### src/rtl/core/mexp_pkg.sv
// Shared constants for the modular exponentiation pipeline.
package mexp_pkg;
  localparam int unsigned WORD_BITS_DEF = 32;
  localparam int unsigned EXP_RESET     = 65537;
  localparam int unsigned REG_IDX_BITS  = 1;
  localparam logic [REG_IDX_BITS-1:0] REG_EXPONENT = 1'b0;
  localparam logic [REG_IDX_BITS-1:0] REG_MODULUS  = 1'b1;
endpackage

### src/rtl/core/mexp_reduce.sv
// Pipelined restoring reduction of the base modulo n, one bit per stage.
module mexp_reduce #(
  parameter int unsigned WORD_BITS = mexp_pkg::WORD_BITS_DEF
) (
  input  logic                 clk_i,
  input  logic                 rst_ni,
  input  logic                 en_i,
  input  logic [WORD_BITS-1:0] mod_i,
  input  logic                 vld_i,
  input  logic [WORD_BITS-1:0] base_i,
  output logic                 vld_o,
  output logic [WORD_BITS-1:0] rem_o
);
  logic                 vld_q [WORD_BITS];
  logic [WORD_BITS-1:0] rem_q [WORD_BITS];
  logic [WORD_BITS-1:0] sh_q  [WORD_BITS];

  for (genvar s = 0; s < WORD_BITS; s++) begin : g_stage
    logic                 vld_in;
    logic [WORD_BITS-1:0] rem_in;
    logic [WORD_BITS-1:0] sh_in;
    logic [WORD_BITS:0]   trial;
    logic [WORD_BITS-1:0] rem_d;
    if (s == 0) begin : g_first
      assign vld_in = vld_i;
      assign rem_in = '0;
      assign sh_in  = base_i;
    end else begin : g_next
      assign vld_in = vld_q[s-1];
      assign rem_in = rem_q[s-1];
      assign sh_in  = sh_q[s-1];
    end
    // Shift in the next base bit, subtract n where it fits.
    always_comb begin
      trial = {rem_in, sh_in[WORD_BITS-1]};
      if (trial >= {1'b0, mod_i}) begin
        trial = trial - {1'b0, mod_i};
      end
      rem_d = trial[WORD_BITS-1:0];
    end
    always_ff @(posedge clk_i or negedge rst_ni) begin
      if (!rst_ni) begin
        vld_q[s] <= 1'b0;
      end else if (en_i) begin
        vld_q[s] <= vld_in;
      end
    end
    always_ff @(posedge clk_i) begin
      if (en_i) begin
        rem_q[s] <= rem_d;
        sh_q[s]  <= {sh_in[WORD_BITS-2:0], 1'b0};
      end
    end
  end

  assign vld_o = vld_q[WORD_BITS-1];
  assign rem_o = rem_q[WORD_BITS-1];
endmodule

### config.mk
export PLATFORM = sky130hd
export DESIGN_NAME = mexp_reduce
export DESIGN_NICKNAME = d
export VERILOG_FILES = /design/src/rtl/core/mexp_pkg.sv /design/src/rtl/core/mexp_reduce.sv
export SDC_FILE = /design/constraint.sdc
export NUM_CORES = 2
export LEC_CHECK = 0
export BUFFER_PORTS_ARGS = -buffer_cell sky130_fd_sc_hd__buf_4
export CORE_MARGIN = 4
export CORE_UTILIZATION = 50
export DETAILED_ROUTE_END_ITERATION = 7
export HOLD_SLACK_MARGIN = 0.1
export PLACE_DENSITY = 0.65
export SLEW_MARGIN = 20
export SYNTH_ARGS = -nofsm -noshare
export SYNTH_HDL_FRONTEND = slang
export SYNTH_SLANG_ARGS = --single-unit
### constraint.sdc
create_clock -name clk_i -period 11.8 [get_ports clk_i]
set_input_delay 0.59 -clock clk_i [delete_from_list [all_inputs] [get_ports clk_i]]
set_output_delay 0.59 -clock clk_i [all_outputs]
set_load 0.05 [all_outputs]
# Word-level counts from Yosys, hierarchy flattened
# Memory sizes are Yosys's and may differ from the RTL's.
# Cells that the tools add are included.
# op_classes
n_lt_le_gt_ge,32
n_addsub,32
n_mux,34
# op_table
op,n
$mux W32,32
$ge A33 B32 Y1,31
$sub A32 B32 Y32,31
$ge A1 B32 Y1,1
$sub A1 B32 Y32,1
$mux W1,2
# totals
regBits,32
elab_cells,132
output_inout_bits,33
mem_count,2
mem_bits_rw,2016
# memory_table
memory,depth,word_bits,read_ports,rd_clocked_by_memory_dff,write_ports,line,rtl
rem_q,32,32,32,0,32,mexp_reduce.sv:15,logic [WORD_BITS-1:0] rem_q [WORD_BITS];
sh_q,32,31,31,0,32,mexp_reduce.sv:16,logic [WORD_BITS-1:0] sh_q [WORD_BITS];

# Depth between registers and ports, before layout
# An unclocked memory read counts as a cell.
# logic_depth
word_depth,3
depth_mapped,16
ltp_nobuf,15

# Least setup slack after synthesis
# Ideal clock, no wire load.
# synth_path
path_type,input port to flip-flop
from,input port mod_i[1]
to,"memory rem_q[0][248] (netlist name), data pin"
path_slack_ns,4.916
t_arrival_ns,6.623
cell_stages,16
path_cell_list,inv_1 -> clkbuf_1 -> ha_1 -> nor2b_1 -> o31a_1 -> o21ai_1 -> o21ai_1 -> a211oi_1 -> a21oi_1 -> a311o_1 -> a221oi_1 -> o21ai_1 -> buf_2 -> buf_2 -> nor2_1 -> a21oi_1
# synth_lines
item,line,rtl
start: declaration,mexp_reduce.sv:8,"input logic [WORD_BITS-1:0] mod_i,"
end: declaration,mexp_reduce.sv:15,

==> metrics.txt <==
# TYPE chip_impl_metric gauge
chip_impl_metric{name="nFillCells",unit=""} 18400
chip_impl_metric{name="static-leakage-power",unit="nW"} 46.7
chip_impl_metric{name="critPathRequiredTime",unit="ps"} 12350
chip_impl_metric{name="max_slew_violation_count",unit=""} 0
chip_impl_info{name="synthTopCellsByCount",value="edfxtp_1, a21oi_1, ha_1"} 1
chip_impl_info{name="synth_largest_area_cell",value="edfxtp_1"} 1
chip_impl_metric{name="totalNegativeSetupSlack",unit="ps"} 0
chip_impl_metric{name="route.detailed.vias_per_inst",unit=""} 6.11
chip_impl_metric{name="core_area",unit="um2"} 212000
chip_impl_metric{name="finalWeightedCongestion",unit=""} 0.941
chip_impl_metric{name="wl_per_cell",unit="um"} 22.6
chip_impl_metric{name="asyncSetResetFlopFracSynth",unit="%"} 2.06
chip_impl_metric{name="dp_hpwl",unit="um"} 216000
chip_impl_metric{name="drv.max_cap_violation_count",unit=""} 0
chip_impl_metric{name="antenna_found_initial",unit=""} 6
chip_impl_metric{name="synth-seq-area-share",unit="%"} 43.6
chip_impl_info{name="worstSetupPathType",value="input port to flop"} 1
chip_impl_metric{name="synth_cells",unit=""} 10200
chip_impl_metric{name="worst_path_largest_cell_delay",unit="ps"} 890
chip_impl_metric{name="post-synth-top-area-fraction",unit="%"} 42.9
chip_impl_metric{name="number_of_setup_violations_in_the_final_report",unit=""} 0
chip_impl_metric{name="first_pass_iters",unit=""} 8
chip_impl_metric{name="ys_warn_count",unit=""} 0
chip_impl_metric{name="synth_seq_cells",unit=""} 1552
chip_impl_metric{name="drive_above_1_share",unit="%"} 9.80
chip_impl_metric{name="clock_sinks",unit=""} 1552
chip_impl_metric{name="arrival",unit="ps"} 5750
chip_impl_metric{name="floorplan.die.width",unit="um"} 469
chip_impl_metric{name="worst_pin_slew",unit="ps"} 1190
chip_impl_info{name="status",value="complete, no violations"} 1
chip_impl_metric{name="floorplan.initialDensity",unit="%"} 50.2
chip_impl_metric{name="critical_path_peak_fanout",unit=""} 49
chip_impl_info{name="root_buffer",value="clkbuf_16"} 1
chip_impl_metric{name="cts-resized-gates",unit=""} 0
chip_impl_metric{name="max_freq",unit="GHz"} 0.192
chip_impl_metric{name="fin_worst_skew",unit="ps"} 45.9
chip_impl_metric{name="dr.first_iter.drc_count",unit=""} 6809
chip_impl_info{name="timing.hold.worst.class",value="input port to flop"} 1
chip_impl_metric{name="clk-insertion-delay-late",unit="ps"} 850
chip_impl_metric{name="ir_worst_vdd",unit="mV"} 0.255
chip_impl_metric{name="i_o_pin_count",unit=""} 101
chip_impl_metric{name="synth_edf_count",unit=""} 1520
chip_impl_metric{name="cts.clk_slew.worst_paths",unit="ps"} 60
chip_impl_metric{name="regArea",unit="um2"} 46400
chip_impl_metric{name="period_minus_slack",unit="ps"} 5200
chip_impl_info{name="synth_most_common_cell",value="edfxtp_1"} 1
chip_impl_info{name="crit_path_cell_trace",value="buf_4 -> inv_6 -> buf_4 -> ha_1 -> nand2b_1 -> a211o_1 -> a21boi_0 -> a311oi_1 -> a21oi_1 -> a31oi_1 -> nand2_1 -> a21o_1 -> a21o_1 -> a31oi_4 -> mux2_2"} 1
chip_impl_metric{name="area_of_the_multi_input_gates",unit="um2"} 58100
chip_impl_metric{name="grt_start_max_net_pins",unit=""} 201
chip_impl_metric{name="drt_drc_violations_left",unit=""} 0
chip_impl_metric{name="synth_nets",unit=""} 11300
chip_impl_metric{name="numPortBuffers",unit=""} 100
chip_impl_metric{name="floorplan.die.height",unit="um"} 469
chip_impl_info{name="synthTopCellsByArea",value="edfxtp_1, ha_1, a21oi_1, xnor2_1, mux2_2"} 1
chip_impl_metric{name="detailroute.via_count",unit=""} 81700
chip_impl_metric{name="synthToLayoutAreaGrowth",unit="%"} 10.2
chip_impl_metric{name="total_wirelength",unit="um"} 302000
chip_impl_metric{name="fin_util",unit="%"} 55.4
chip_impl_metric{name="nNetsFinal",unit=""} 11500
chip_impl_info{name="critPathSlowestCell",value="a31oi_4"} 1
chip_impl_metric{name="global_route.overflow_total",unit=""} 0
chip_impl_metric{name="cts_buffers",unit=""} 180
chip_impl_metric{name="power-per-cell-area",unit="nW/um2"} 311
chip_impl_metric{name="post-route-period-util",unit="%"} 44.0
chip_impl_metric{name="grtUsageTotal",unit="%"} 26.4
chip_impl_metric{name="rows",unit=""} 169
chip_impl_info{name="unrepaired_setup_endpoints_after_global_routing",value="no"} 1
chip_impl_info{name="synth_top_flop_cell",value="edfxtp_1"} 1
chip_impl_metric{name="relSlewSlack",unit="%"} 20.9
chip_impl_info{name="start_kind",value="input port"} 1
chip_impl_metric{name="finalHoldViolations",unit=""} 0
chip_impl_metric{name="cts_buffer_depth",unit=""} 3
chip_impl_metric{name="cts.htree.levels",unit=""} 4
chip_impl_metric{name="first_global_vias",unit=""} 77800
chip_impl_metric{name="syn_avg_cell_area",unit="um2"} 10.4
chip_impl_metric{name="grt_pass1_wl",unit="um"} 458000
chip_impl_metric{name="synth_cell_type_count",unit=""} 94
chip_impl_metric{name="fp.dieArea",unit="um2"} 220000
chip_impl_info{name="critical-path-top-delay-family",value="compound AO/OA/AOI/OAI gates"} 1
chip_impl_metric{name="worstPathBufferInverterCount",unit=""} 3
chip_impl_info{name="clock_tree_from_tritoncts",value="yes"} 1
chip_impl_metric{name="syn-cell-area",unit="um2"} 106000
chip_impl_info{name="worst_setup_path_end_kind",value="flop"} 1
chip_impl_metric{name="antenna_left",unit=""} 0
## cell usage in the layout (no fill, tap or decap), types with 93 or more instances in the layout
master     instances
edfxtp_1        1520
a21oi_1         1029
ha_1             994
nand2_1          791
o21ai_0          761
nor2_1           718
xnor2_1          523
a21o_1           506
mux2_2           403
xor2_1           319
inv_1            264
nand3_1          193
buf_4            188
clkbuf_16        180
nor3_1           150
nand4_1          145
nand2b_1         139
o21bai_1         131
o21a_1           121
nor2b_1          120
a31oi_1           93
## power breakdown
group          total [mW]  switching, mW  internal [mW]
clock                5.82           2.40           3.42
combinational        19.8           11.1           8.62
sequential           10.9           1.64           9.28
total                36.5           15.2           21.3
## final timing paths
path,start,depth (start not counted),end,slack [ps]
setup / recovery,mod_i[1],15,rem_q[1][219],6600
hold / removal,en_i,1,sh_q[0][4],180
setup reg to reg,rem_q[0][131],11,rem_q[0][183],6800
hold reg to reg,sh_q[0][47],0,sh_q[0][79],400
max in group asynchronous,rst_ni,2,g_stage[18].vld_in,11290
min in group asynchronous,rst_ni,2,g_stage[29].vld_in,210
## kinds of logic (layout without fill, tap and decap cells)
logic type	count (synthesis)	in the layout	share of synthesized area (%)
AND/OR/NAND/NOR	2599	2599	11.5
flip-flops	1552	1552	43.6
buffers and inverters	554	859	2.05
AO/OA/AOI/OAI	3207	3207	18.7
other	0	6	0
adder cells (fa/ha/maj)	1025	1025	12.3
XOR/XNOR	842	842	6.93
multiplexers	456	456	4.90
## flip-flops by register name (all words and copies together) (netlist names)
register / flops
sh_q: 496
vld_o: 1
rem_q: 1024
g_stage.vld_in: 31
## layout make-up
cell class | instances | area share, %
inverter | 295 | 0.948
clock buffer | 214 | 3.97
sequential | 1552 | 39.6
clock inverter | 120 | 1.33
tap | 2821 | 3.01
timing repair buffer | 230 | 1.64
antenna | 6 | 0.0128
multi-input combinational | 8129 | 49.5
## metal layers
metal	GRT usage [%]	share of wire, %
met1	35.8	44
met2	42.3	46
met3	3.85	5.9
met4	11.7	4.8
met5	0	0.0043
## stage by stage
stage	setup slack, ps	hold slack, ps	area [um2]	std cells	total power [mW]
global route	6340	187	117000	13400	39.1
CTS	6710	163	117000	13400	36.4
floorplan	4920	294	106000	10200	25.3
detailed placement	5810	405	111000	13000	30.3
finish	6600	181	117000	13400	36.5
global placement	5910	400	111000	13000	30.1
## repair_timing
item                       CTS  global route
buffers inserted             0             0
hold buffers                34             0
setup endpoints to repair    0             0
hold endpoints to repair    65             0
No activity file was read; power rests on OpenSTA's default activity.
